--- src/htbt_pkg.sv ---
`default_nettype none
// ----------------------------------------------------------------------------
// htbt_pkg
// Shared types, codes and helpers for the hex text BER-TLV splitter.
// ----------------------------------------------------------------------------
package htbt_pkg;

    // width of the running record counter (saturating)
    localparam int COUNT_BITS = 16;

    // ASCII codes used by the hex digit decoder
    localparam logic [7:0] CH_0  = 8'h30;
    localparam logic [7:0] CH_9  = 8'h39;
    localparam logic [7:0] CH_UA = 8'h41;
    localparam logic [7:0] CH_UF = 8'h46;
    localparam logic [7:0] CH_LA = 8'h61;
    localparam logic [7:0] CH_LF = 8'h66;

    // low five tag bits all set: a second tag byte follows
    localparam logic [4:0] TAG_WIDE_MARK = 5'h1F;

    typedef enum logic [1:0] {
        ST_OK      = 2'd0,
        ST_BAD_HEX = 2'd1,
        ST_TRUNC   = 2'd2
    } status_t;

    typedef enum logic [2:0] {
        PH_TAG1_HI = 3'd0,
        PH_TAG1_LO = 3'd1,
        PH_TAG2_HI = 3'd2,
        PH_TAG2_LO = 3'd3,
        PH_LEN_HI  = 3'd4,
        PH_LEN_LO  = 3'd5,
        PH_VAL_HI  = 3'd6,
        PH_VAL_LO  = 3'd7
    } phase_t;

    // one classified character, as queued between front and back
    typedef struct packed {
        logic [3:0] nib;
        logic       bad;
        logic       fin;
    } htbt_item_t;

    // queue status seen by the front and back
    typedef struct packed {
        logic full;
        logic not_empty;
    } htbt_q_stat_t;

    // counter shown on the 16-bit port: zero-extended or truncated
    function automatic logic [15:0] count_out(input logic [COUNT_BITS-1:0] c);
        logic [31:0] w;
        w = 32'(c);
        return w[15:0];
    endfunction

endpackage
`default_nettype wire

--- src/htbt_front.sv ---
`default_nettype none
// ----------------------------------------------------------------------------
// htbt_front
// Input side: takes characters and classifies each as a hex nibble or bad.
// ----------------------------------------------------------------------------
module htbt_front
    import htbt_pkg::*;
(
    input  wire logic         in_valid,
    output logic              in_ready,
    input  wire logic [7:0]   text_char,
    input  wire logic         is_final,
    input  wire htbt_q_stat_t q_stat,
    output logic              push,
    output htbt_item_t        item
);

    always_comb
    begin
        item.nib = 4'd0;
        item.bad = 1'b0;
        item.fin = is_final;
        if (text_char >= CH_0 && text_char <= CH_9)
        begin
            item.nib = 4'(text_char - CH_0);
        end
        else if (text_char >= CH_UA && text_char <= CH_UF)
        begin
            item.nib = 4'(text_char - CH_UA + 8'd10);
        end
        else if (text_char >= CH_LA && text_char <= CH_LF)
        begin
            item.nib = 4'(text_char - CH_LA + 8'd10);
        end
        else
        begin
            item.bad = 1'b1;
        end
    end

    assign in_ready = !q_stat.full;
    assign push     = in_valid && !q_stat.full;

endmodule
`default_nettype wire

--- src/htbt_queue.sv ---
`default_nettype none
// ----------------------------------------------------------------------------
// htbt_queue
// Two-entry queue between the classifier and the parser.
// ----------------------------------------------------------------------------
module htbt_queue
    import htbt_pkg::*;
(
    input  wire logic       clk,
    input  wire logic       rst_n,
    input  wire logic       push,
    input  wire htbt_item_t push_item,
    input  wire logic       pop,
    output htbt_item_t      head_item,
    output htbt_q_stat_t    q_stat
);

    htbt_item_t slot_reg [2];
    logic       wr_ptr_reg, wr_ptr_next;
    logic       rd_ptr_reg, rd_ptr_next;
    logic [1:0] count_reg, count_next;

    always_comb
    begin
        wr_ptr_next = wr_ptr_reg ^ push;
        rd_ptr_next = rd_ptr_reg ^ pop;
        count_next  = count_reg + {1'b0, push} - {1'b0, pop};
    end

    always_ff @(posedge clk or negedge rst_n)
    begin
        if (!rst_n)
        begin
            wr_ptr_reg <= 1'b0;
            rd_ptr_reg <= 1'b0;
            count_reg  <= 2'd0;
        end
        else
        begin
            wr_ptr_reg <= wr_ptr_next;
            rd_ptr_reg <= rd_ptr_next;
            count_reg  <= count_next;
        end
    end

    always_ff @(posedge clk)
    begin
        if (push)
        begin
            slot_reg[wr_ptr_reg] <= push_item;
        end
    end

    assign head_item        = slot_reg[rd_ptr_reg];
    assign q_stat.full      = count_reg[1];
    assign q_stat.not_empty = (count_reg != 2'd0);

endmodule
`default_nettype wire

--- src/htbt_back.sv ---
`default_nettype none
// ----------------------------------------------------------------------------
// htbt_back
// Parser: walks the TLV phases per nibble and registers each result.
// ----------------------------------------------------------------------------
module htbt_back
    import htbt_pkg::*;
(
    input  wire logic         clk,
    input  wire logic         rst_n,
    input  wire htbt_q_stat_t q_stat,
    input  wire htbt_item_t   head_item,
    output logic              pop,
    output logic              out_valid,
    input  wire logic         out_ready,
    output logic [15:0]       tag_value,
    output logic              tag_is_wide,
    output logic [7:0]        value_length,
    output logic [7:0]        value_byte,
    output logic              byte_valid,
    output logic              record_end,
    output logic [15:0]       record_count,
    output logic [1:0]        status,
    output logic              buffer_done
);

    phase_t                phase_reg, phase_next;
    logic [3:0]            held_reg, held_next;
    logic [15:0]           tag_reg, tag_next;
    logic                  wide_reg, wide_next;
    logic [7:0]            len_reg, len_next;
    logic [7:0]            left_reg, left_next;
    logic [COUNT_BITS-1:0] cnt_reg, cnt_next;
    logic                  err_reg, err_next;

    logic                  ov_reg, ov_next;
    logic [15:0]           o_tag_reg, o_tag_next;
    logic                  o_wide_reg, o_wide_next;
    logic [7:0]            o_len_reg, o_len_next;
    logic [7:0]            o_vbyte_reg, o_vbyte_next;
    logic                  o_bval_reg, o_bval_next;
    logic                  o_rend_reg, o_rend_next;
    logic [15:0]           o_cnt_reg, o_cnt_next;
    status_t               o_st_reg, o_st_next;
    logic                  o_done_reg, o_done_next;

    logic                  produce;
    logic                  ended;
    logic [7:0]            byte_val;
    logic [7:0]            left_dec;

    assign pop = q_stat.not_empty && (!ov_reg || out_ready);

    always_comb
    begin
        phase_next = phase_reg;
        held_next  = held_reg;
        tag_next   = tag_reg;
        wide_next  = wide_reg;
        len_next   = len_reg;
        left_next  = left_reg;
        cnt_next   = cnt_reg;
        err_next   = err_reg;

        produce      = 1'b0;
        ended        = 1'b0;
        byte_val     = {held_reg, head_item.nib};
        left_dec     = left_reg - 8'd1;
        o_vbyte_next = 8'd0;
        o_bval_next  = 1'b0;
        o_rend_next  = 1'b0;
        o_st_next    = ST_OK;
        o_done_next  = head_item.fin;

        if (pop)
        begin
            if (err_reg)
            begin
                produce   = head_item.fin;
                o_st_next = ST_BAD_HEX;
            end
            else if (head_item.bad)
            begin
                err_next  = 1'b1;
                produce   = 1'b1;
                o_st_next = ST_BAD_HEX;
            end
            else
            begin
                case (phase_reg)
                    PH_TAG1_HI, PH_TAG2_HI, PH_LEN_HI, PH_VAL_HI:
                    begin
                        held_next  = head_item.nib;
                        phase_next = phase_t'(phase_reg + 3'd1);
                    end
                    PH_TAG1_LO:
                    begin
                        tag_next   = {8'd0, byte_val};
                        wide_next  = (byte_val[4:0] == TAG_WIDE_MARK);
                        len_next   = 8'd0;
                        phase_next = (byte_val[4:0] == TAG_WIDE_MARK) ? PH_TAG2_HI
                                                                     : PH_LEN_HI;
                    end
                    PH_TAG2_LO:
                    begin
                        tag_next   = {tag_reg[7:0], byte_val};
                        phase_next = PH_LEN_HI;
                    end
                    PH_LEN_LO:
                    begin
                        len_next  = byte_val;
                        left_next = byte_val;
                        if (byte_val == 8'd0)
                        begin
                            ended = 1'b1;
                        end
                        else
                        begin
                            phase_next = PH_VAL_HI;
                        end
                    end
                    PH_VAL_LO:
                    begin
                        o_vbyte_next = byte_val;
                        o_bval_next  = 1'b1;
                        left_next    = left_dec;
                        if (left_dec == 8'd0)
                        begin
                            ended = 1'b1;
                        end
                        else
                        begin
                            phase_next = PH_VAL_HI;
                        end
                    end
                    default:
                    begin
                        phase_next = PH_TAG1_HI;
                    end
                endcase

                if (ended)
                begin
                    phase_next = PH_TAG1_HI;
                    if (cnt_reg != {COUNT_BITS{1'b1}})
                    begin
                        cnt_next = cnt_reg + 1'b1;
                    end
                end
                o_rend_next = ended;
                if (o_bval_next || ended)
                begin
                    produce = 1'b1;
                end
                else if (head_item.fin)
                begin
                    produce   = 1'b1;
                    o_st_next = ST_TRUNC;
                end
            end
        end

        // result fields show the registers as updated by this character
        o_tag_next  = tag_next;
        o_wide_next = wide_next;
        o_len_next  = len_next;
        o_cnt_next  = count_out(cnt_next);

        // end of buffer: parser returns to its reset state
        if (pop && head_item.fin)
        begin
            phase_next = PH_TAG1_HI;
            held_next  = 4'd0;
            tag_next   = 16'd0;
            wide_next  = 1'b0;
            len_next   = 8'd0;
            left_next  = 8'd0;
            cnt_next   = '0;
            err_next   = 1'b0;
        end

        if (pop && produce)
        begin
            ov_next = 1'b1;
        end
        else if (out_ready)
        begin
            ov_next = 1'b0;
        end
        else
        begin
            ov_next = ov_reg;
        end
    end

    always_ff @(posedge clk or negedge rst_n)
    begin
        if (!rst_n)
        begin
            phase_reg <= PH_TAG1_HI;
            held_reg  <= 4'd0;
            tag_reg   <= 16'd0;
            wide_reg  <= 1'b0;
            len_reg   <= 8'd0;
            left_reg  <= 8'd0;
            cnt_reg   <= '0;
            err_reg   <= 1'b0;
            ov_reg    <= 1'b0;
        end
        else
        begin
            phase_reg <= phase_next;
            held_reg  <= held_next;
            tag_reg   <= tag_next;
            wide_reg  <= wide_next;
            len_reg   <= len_next;
            left_reg  <= left_next;
            cnt_reg   <= cnt_next;
            err_reg   <= err_next;
            ov_reg    <= ov_next;
        end
    end

    always_ff @(posedge clk)
    begin
        if (pop && produce)
        begin
            o_tag_reg   <= o_tag_next;
            o_wide_reg  <= o_wide_next;
            o_len_reg   <= o_len_next;
            o_vbyte_reg <= o_vbyte_next;
            o_bval_reg  <= o_bval_next;
            o_rend_reg  <= o_rend_next;
            o_cnt_reg   <= o_cnt_next;
            o_st_reg    <= o_st_next;
            o_done_reg  <= o_done_next;
        end
    end

    assign out_valid    = ov_reg;
    assign tag_value    = o_tag_reg;
    assign tag_is_wide  = o_wide_reg;
    assign value_length = o_len_reg;
    assign value_byte   = o_vbyte_reg;
    assign byte_valid   = o_bval_reg;
    assign record_end   = o_rend_reg;
    assign record_count = o_cnt_reg;
    assign status       = o_st_reg;
    assign buffer_done  = o_done_reg;

endmodule
`default_nettype wire

--- src/hex_text_ber_tlv_splitter_unit.sv ---
`default_nettype none
// Path: an accepted character is written into the two-entry request queue; the
// parser step in the back end then registers its result (if any) in the result register.
// Throughput: one character per cycle while out_ready holds; the queue absorbs stalls.
// Output stalls hold the result register; input keeps flowing while queue has room.
// Reset (rst_n low, asynchronous): parser phase, counter, error flag, queue
// and output valid clear; result payload registers are not reset.
// ----------------------------------------------------------------------------
// hex_text_ber_tlv_splitter_unit
// Splits ASCII hex BER-TLV text into value bytes with tag, length and status.
// ----------------------------------------------------------------------------
module hex_text_ber_tlv_splitter_unit
    import htbt_pkg::*;
(
    input  wire logic        clk,
    input  wire logic        rst_n,
    // character input channel
    input  wire logic        in_valid,
    output logic             in_ready,
    input  wire logic [7:0]  text_char,
    input  wire logic        is_final,
    // result output channel
    output logic             out_valid,
    input  wire logic        out_ready,
    output logic [15:0]      tag_value,
    output logic             tag_is_wide,
    output logic [7:0]       value_length,
    output logic [7:0]       value_byte,
    output logic             byte_valid,
    output logic             record_end,
    output logic [15:0]      record_count,
    output logic [1:0]       status,
    output logic             buffer_done
);

    // front -> queue: classified request (nibble, bad-digit flag, final flag)
    htbt_item_t   push_item;
    logic         push;
    // queue -> back: head request and occupancy
    htbt_item_t   head_item;
    htbt_q_stat_t q_stat;
    logic         pop;

    // Front: hex digit decode, accepts whenever the queue has room.
    htbt_front u_front (
        .in_valid  (in_valid),
        .in_ready  (in_ready),
        .text_char (text_char),
        .is_final  (is_final),
        .q_stat    (q_stat),
        .push      (push),
        .item      (push_item)
    );

    // Queue: lets front and back stall independently.
    htbt_queue u_queue (
        .clk       (clk),
        .rst_n     (rst_n),
        .push      (push),
        .push_item (push_item),
        .pop       (pop),
        .head_item (head_item),
        .q_stat    (q_stat)
    );

    // Back: TLV phase machine; pops when the result register is free
    // or being drained in the same cycle.
    htbt_back u_back (
        .clk          (clk),
        .rst_n        (rst_n),
        .q_stat       (q_stat),
        .head_item    (head_item),
        .pop          (pop),
        .out_valid    (out_valid),
        .out_ready    (out_ready),
        .tag_value    (tag_value),
        .tag_is_wide  (tag_is_wide),
        .value_length (value_length),
        .value_byte   (value_byte),
        .byte_valid   (byte_valid),
        .record_end   (record_end),
        .record_count (record_count),
        .status       (status),
        .buffer_done  (buffer_done)
    );

endmodule
`default_nettype wire

--- config.mk ---
export PLATFORM = sky130hd
export DESIGN_NAME = hex_text_ber_tlv_splitter_unit
export DESIGN_NICKNAME = d
export VERILOG_FILES = /design/src/htbt_pkg.sv /design/src/htbt_front.sv /design/src/htbt_queue.sv /design/src/htbt_back.sv /design/src/hex_text_ber_tlv_splitter_unit.sv
export SDC_FILE = /design/constraint.sdc
export NUM_CORES = 1
export LEC_CHECK = 0
export BUFFER_PORTS_ARGS = -buffer_cell sky130_fd_sc_hd__buf_4
export CORE_MARGIN = 10
export CORE_UTILIZATION = 25
export CTS_BUF_LIST = sky130_fd_sc_hd__clkbuf_8
export DETAILED_ROUTE_END_ITERATION = 10
export SYNTH_ARGS = -nofsm -noshare
export SYNTH_HDL_FRONTEND = slang
export SYNTH_HIERARCHICAL = 1
export SYNTH_SLANG_ARGS = --single-unit
--- constraint.sdc ---
create_clock -name clk -period 10.5 [get_ports clk]
set_input_delay 1.05 -clock clk [delete_from_list [all_inputs] [get_ports clk]]
set_output_delay 1.05 -clock clk [all_outputs]
set_load 0.05 [all_outputs]
==> key figures, run 1 <==
Drt
  • Routed Antenna Nets: 0
  • Vias per Instance: between 4 and 5
  • Initial drt markers: a little under 200
  • Drc violations: 0
  • DRT Pass-1 Iters: 5
  • Via count: 3761
  • DR WL/cell: around 15 um
  • Post-Route WL: 13000 um

Hold path
  • HP Class: reg -> reg

Worst setup path
  • Worst endpoint data arrival time: roughly 3500 ps
  • Max stage delay on crit path: roughly 570 ps
  • Slowest cell on the critical path: dfrtp_1
  • CP startpoint kind: flop
  • CP required: about 11000 ps
  • CP Max Fanout: 33
  • Crit path max-delay family: simple AND/OR/NAND/NOR gates
  • CP Buf/Inv Count: 1
  • Crit Path Category: reg -> reg
  • Crit. End Element: flop
  • Crit-path cells: mux2_4, or4_4, nor3_4, nor2_1, a21oi_1, and2_2, buf_4

Global route
  • Largest net degree at the start of global routing: between 60 and 70
  • Vias in the first global route: 3798
  • Initial antenna violation count: 0
  • Total congestion overflow: 0
  • GRT Overall Usage: 0.0871
  • First-pass GRT wire length: 20900 um

CTS
  • CTS Buf Count: 17
  • # resized after CTS: 0
  • Latest clock arrival within the worst-skew pair: roughly 440 ps
  • CTS root buffer: clkbuf_8
  • Longest Clk Path Bufs: 2
  • Clk sinks: between 100 and 150
  • Clock transition at path regs: around 70 ps
  • # hold bufs at CTS: 0
  • Post-CTS Setup Repair Bufs: 0
  • H-tree depth: 4
  • CTS tree: yes

Timing
  • Endpoints failing hold: 0
  • Slew HR: 0.408
  • RSZ-0062 raised after global routing: false
  • Final Skew: 9.52 ps
  • Min Tclk post-route: 3450 ps
  • Final setup fails: 0
  • Slew Viols, Final: 0
  • Fmax achieved: 290 MHz
  • Final period util: 0.329
  • Tightest Pin Transition: a little under 900 ps
  • Setup tns final: 0 ps
  • Hold_ws: roughly 520 ps

Synth
  • Post-synthesis sequential area ratio: 0.606
  • Syn Inst Count: between 400 and 500
  • Mapped Area: just under 0.006 mm2
  • Area share of fa/ha/maj cells after synthesis: 0.0343
  • XOR/XNOR Fraction of Synth Area: 0.0249
  • Post-synthesis simple-gate area fraction: 0.177
  • Synth async-reset ratio: 0.484
  • Synth Register Bits: roughly 130
  • Post-synth EDFFs: 66
  • Dominant synthesized flop cell: edfxtp_1
  • Average size of a mapped cell: approximately 13 um2
  • Synth Area in Compound Gates: 0.0921
  • Post-synthesis mux area share: 0.0367
  • Main combinational cell family by area after synthesis: simple AND/OR/NAND/NOR gates
  • Synth warn: 6
  • Synthesized Nets: approximately 500
  • Netlist cell types: 68

Floorplanning
  • Std cell rows: 55
  • Initial Util: 0.256
  • Die X: around 170 um
  • Die Ht: 173 um
  • Core Footprint: between 0.02 and 0.025 mm2
  • Die area: between 0.02 and 0.03 mm2
  • Top Ports: 69

Placed design
  • Placed insts: slightly above 800
  • DP HPWL: around 9000 um
  • I/O Buffers: just under 70
  • DP Area: between 0.006 and 0.007 mm2
  • GPL Wtd Cong: ~0.78

Layout
  • Ant diodes: 0
  • Fraction of layout cells with a size suffix above 1: 0.280
  • Area growth, synth to finish: 21.6%
  • Final Cell Area: between 0.007 and 0.008 mm2
  • Nets: ~560
  • Final instance count without filler cells: 859
  • Util after Layout: 0.311

Power
  • PD cells: ~270 mW/mm2
  • Max IR drop VDD: ~0.00011 V
  • LEAKAGE: ~3 nW

Run
  • Max_cap viols: 0

Status
  • Run status: finished, final reports clean
==> Yosys cell counts (2+ instances only) <==
master / instances / area share
nor3_1: 6 / 0.0052
or4_1: 3 / 0.0039
a22o_2: 2 / 0.0034
or3_1: 2 / 0.0021
buf_6: 2 / 0.0039
a21oi_1: 15 / 0.013
a21o_1: 3 / 0.0039
o22ai_1: 3 / 0.0032
a21o_2: 2 / 0.0030
edfxtp_1: 66 / 0.34
a32o_1: 8 / 0.014
nand4_1: 4 / 0.0043
mux2_2: 11 / 0.021
dfrtp_1: 62 / 0.27
and3_1: 13 / 0.014
clkbuf_1: 17 / 0.011
o32ai_1: 2 / 0.0030
a22o_1: 3 / 0.0045
o21ai_0: 13 / 0.011
nor3_2: 7 / 0.012
a41oi_1: 3 / 0.0045
nor2_1: 28 / 0.018
xor2_1: 11 / 0.017
a31oi_1: 3 / 0.0032
nand2b_1: 2 / 0.0021
nand2_1: 33 / 0.021
nor2b_1: 7 / 0.0075
mux2_4: 6 / 0.015
ha_1: 16 / 0.034
o221a_2: 3 / 0.0058
and2_1: 44 / 0.047
nand3_1: 12 / 0.010
nand3b_1: 2 / 0.0026
inv_1: 15 / 0.0097
buf_4: 2 / 0.0026
==> logic make-up (layout without fill, tap and decap cells) <==
kind of cell	count (synthesis)	after routing
simple gates	179	179
flops	128	128
compound gates	72	72
buf+inv	38	120
mux	17	17
fa+ha+maj	16	16
xor+xnor	14	14
==> worst reg2reg max path, delay by kind of cell, from the launching register on <==
| kind | cells | cell delay [ps] |
|---|---|---|
| flip-flops | 1 | 570 |
| multiplexers | 1 | 380 |
| AND/OR/NAND/NOR | 4 | 1420 |
| AO/OA/AOI/OAI | 1 | 230 |
| buffers and inverters | 1 | 480 |
==> per-layer routing <==
layer  wire length [um]  share of wire  up-vias  GRT usage
li1                   -              -     1821          -
met1               6050           0.47     1835      0.111
met2               6210           0.48       90      0.135
met3                526          0.041       15     0.0250
met4                178          0.014        0     0.0384
met5                  0              0        -          0
==> layout by cell type (no fill, tap or decap), types with 12 or more instances in the layout <==
cell / n
inv_1: 15
and2_1: 43
nor2_1: 28
a21oi_1: 15
o21ai_0: 13
clkbuf_8: 20
edfxtp_1: 66
ha_1: 16
and3_1: 13
nand2_1: 33
dfrtp_1: 62
nand3_1: 12
buf_4: 72
==> path summary, 6_finish.rpt <==
check,from,endpoint,depth (start not counted),slack (ps)
max,u_queue/rd_ptr_reg,u_back/value_byte[2],7,7050
min,u_back/err_reg,u_back/err_reg,2,520
max reg2reg,u_queue/rd_ptr_reg,u_back/value_byte[2],7,7050
min reg2reg,u_back/err_reg,u_back/err_reg,2,520
max in group asynchronous,rst_n,u_back/tag_reg[2],1,9270
min in group asynchronous,rst_n,u_back/cnt_reg[8],1,690
==> power by group <==
| part | internal (W) | switching [W] |
|---|---|---|
| Combinational | 0.000198 | 0.000533 |
| Sequential | 0.000678 | 0.0000644 |
| Clock | 0.000254 | 0.000199 |
==> through the flow <==
stage          total power, W  worst slack, ps
2_1_floorplan         0.00126             6980
3_3_place_gp          0.00150             7060
3_5_place_dp          0.00151             6980
4_1_cts               0.00196             6960
5_1_grt               0.00202             6810
6_report              0.00193             7050
==> final cells by class <==
class / instances / area (um2)
clock inverter: 12 / 158
inverter: 16 / 60.1
fill: 2325 / 15700
multi-input combinational: 298 / 2130
sequential: 128 / 3530
clock buffer: 20 / 275
tap: 313 / 392
timing repair buffer: 72 / 541
(Power assumes the default switching activity.)
==> run 2: changes to the inputs <==
- ABC_AREA: default -> 1
- clock period: 10.5 -> 3.25 ns (I/O delays scaled with it)
==> key figures, run 2 <==
Global route
  • First-pass GRT wire length: between 20000 and 25000 um
  • Total congestion overflow: 0
  • GRT Overall Usage: 0.0902
  • Initial antenna violation count: 0
  • Largest net degree at the start of global routing: 63
  • Vias in the first global route: approximately 4200

Drt
  • Via count: approximately 4200
  • Drc violations: 0
  • DRT Pass-1 Iters: 5
  • DR WL/cell: roughly 13 um
  • Initial drt markers: around 270
  • Routed Antenna Nets: 0
  • Vias per Instance: around 4.2
  • Post-Route WL: between 10000 and 15000 um

CTS
  • # resized after CTS: 0
  • Longest Clk Path Bufs: 2
  • H-tree depth: 4
  • Clock transition at path regs: 80 ps
  • CTS Buf Count: 17
  • Clk sinks: around 130
  • CTS root buffer: clkbuf_8
  • CTS tree: yes
  • Latest clock arrival within the worst-skew pair: about 460 ps

Floorplanning
  • Std cell rows: 56
  • Core Footprint: between 0.02 and 0.025 mm2
  • Top Ports: a little under 70
  • Initial Util: 0.253
  • Die area: 0.0302 mm2
  • Die Ht: 174 um
  • Die X: ~170 um

Status
  • Run status: finished, final reports clean

Synth
  • Syn Inst Count: ~610
  • Synth async-reset ratio: 0.484
  • Average size of a mapped cell: roughly 9.8 um2
  • Post-synth EDFFs: 66
  • Synth Area in Compound Gates: 0.0800
  • Area contributors post-synth: edfxtp_1, dfrtp_1, inv_1, nand2_1, nor2_1
  • Dominant synthesized flop cell: edfxtp_1
  • Post-synthesis mux area share: 0
  • Post-synthesis sequential area ratio: 0.598
  • Main combinational cell family by area after synthesis: simple AND/OR/NAND/NOR gates
  • Netlist cell types: 36
  • Mapped Area: approximately 0.006 mm2
  • XOR/XNOR Fraction of Synth Area: 0.00720
  • Synthesized Nets: between 600 and 700
  • Post-synth top cells: inv_1, nand2_1, edfxtp_1
  • Synth Register Bits: between 100 and 150
  • Synth top area share: 0.335
  • Synth area leader: edfxtp_1
  • Area share of fa/ha/maj cells after synthesis: 0.0339
  • Post-synthesis simple-gate area fraction: 0.195
  • Synth warn: 6

Worst setup path
  • Reg2Reg Setup Slack: about 520 ps
  • Crit. End Element: flop
  • CP Max Fanout: 17
  • Reg2reg start: u_queue/rd_ptr_reg
  • Worst endpoint data arrival time: 2930 ps
  • Reg-to-Reg End: u_back/value_length[2]
  • CP required: 3450 ps
  • Crit Path Category: reg -> reg
  • CP startpoint kind: flop
  • FF-to-FF path depth: 9

Power
  • PD cells: around 990 mW/mm2
  • LEAKAGE: 3.40 nW
  • Max IR drop VDD: 0.000411 V
  • Final Power: ~0.0071 W

Timing
  • Final setup fails: 0
  • Setup tns final: 0 ps
  • Final Worst Setup Slack: about 520 ps
  • Slew HR: 0.457
  • Slew Viols, Final: 0
  • Min Tclk post-route: approximately 2700 ps
  • Tightest Pin Transition: around 810 ps
  • Fmax achieved: 366 MHz
  • RSZ-0062 raised after global routing: false
  • Final period util: 0.841
  • Final Skew: between 15 and 20 ps
  • Endpoints failing hold: 0

Placed design
  • DP Area: approximately 0.0068 mm2
  • I/O Buffers: 68
  • GPL Wtd Cong: approximately 0.83
  • DP HPWL: between 9000 and 10000 um
  • Pre-CTS WS: 539 ps
  • Placed insts: around 980

Layout
  • Final instance count without filler cells: 1017
  • Final Cell Area: ~0.0072 mm2
  • Most frequent cells in the layout: inv_1, nand2_1, buf_4
  • Fraction of layout cells with a size suffix above 1: 0.203
  • Ant diodes: 0
  • Nets: about 710
  • Most common cell after layout, fill and taps aside: inv_1
  • Area growth, synth to finish: 21.8%

Hold path
  • WHS Endpoint: u_queue/slot_reg[1][0]
  • HP Class: in -> reg
  • HP Start: is_final
  • WHS Path Cells: 1

Run
  • Max_cap viols: 0
-- run 2: metal layers --
metal / up-vias / global-route usage / part of all wire
li1: 2138 / - / -
met3: 17 / 0.0253 / 0.041
met2: 86 / 0.147 / 0.47
met5: - / 0 / 0
met1: 1988 / 0.109 / 0.47
met4: 0 / 0.0392 / 0.018
-- run 2: area by class of cell --
| cell class | instances | area (um2) |
|---|---|---|
| clock buffer | 20 | 275 |
| tap | 319 | 399 |
| timing repair buffer | 74 | 571 |
| multi-input combinational | 352 | 1880 |
| clock inverter | 12 | 123 |
| fill | 2454 | 16200 |
| inverter | 112 | 420 |
| sequential | 128 | 3530 |
-- run 2: cell families after synthesis --
kind of cell | count (synthesis)
buffers and inverters | 126
xor gates and xnor gates | 4
AOI/OAI and AO/OA | 82
and+or+nand+nor | 250
DFF | 128
adders and majority gates | 16
-- run 2: repair_timing --
action                    4_1_cts  5_1_grt
hold buffers                    1        0
setup buffers                   0        0
hold endpoints to repair       38        0
-- run 2: how the worst max path moves through the flow --
stage	start	to	cells after the start
3_3_place_gp	u_queue/rd_ptr_reg	u_back/value_length[7]	9
3_5_place_dp	u_queue/rd_ptr_reg	u_back/value_length[7]	9
2_1_floorplan	u_back/phase_reg[0]	u_back/buffer_done	14
6_report	u_queue/rd_ptr_reg	u_back/value_length[2]	9
4_1_cts	u_queue/rd_ptr_reg	u_back/value_length[7]	9
5_1_grt	u_queue/rd_ptr_reg	u_back/value_byte[1]	9
-- run 2: power breakdown --
group | internal (W) | total, W | switching [W]
Combinational | 0.000810 | 0.00317 | 0.00236
Clock | 0.000732 | 0.00135 | 0.000614
Sequential | 0.00237 | 0.00261 | 0.000231
-- run 2: per-stage QoR --
stage,utilization,hold slack [ps]
4_1_cts,0.308,32.4
2_1_floorplan,-,29.4
3_5_place_dp,0.290,483
6_report,0.308,53.1
3_3_place_gp,0.290,486
5_1_grt,0.308,27.2
-- run 2: critical path, cell delays in order, from the launching register on --
cell,delay [ps]
dfrtp_1,490
o21ai_0,620
nor4_1,110
nand3_1,250
nand2_4,170
inv_1,100
nand2_1,70
o21ai_0,300
nand2_2,120
buf_4,230
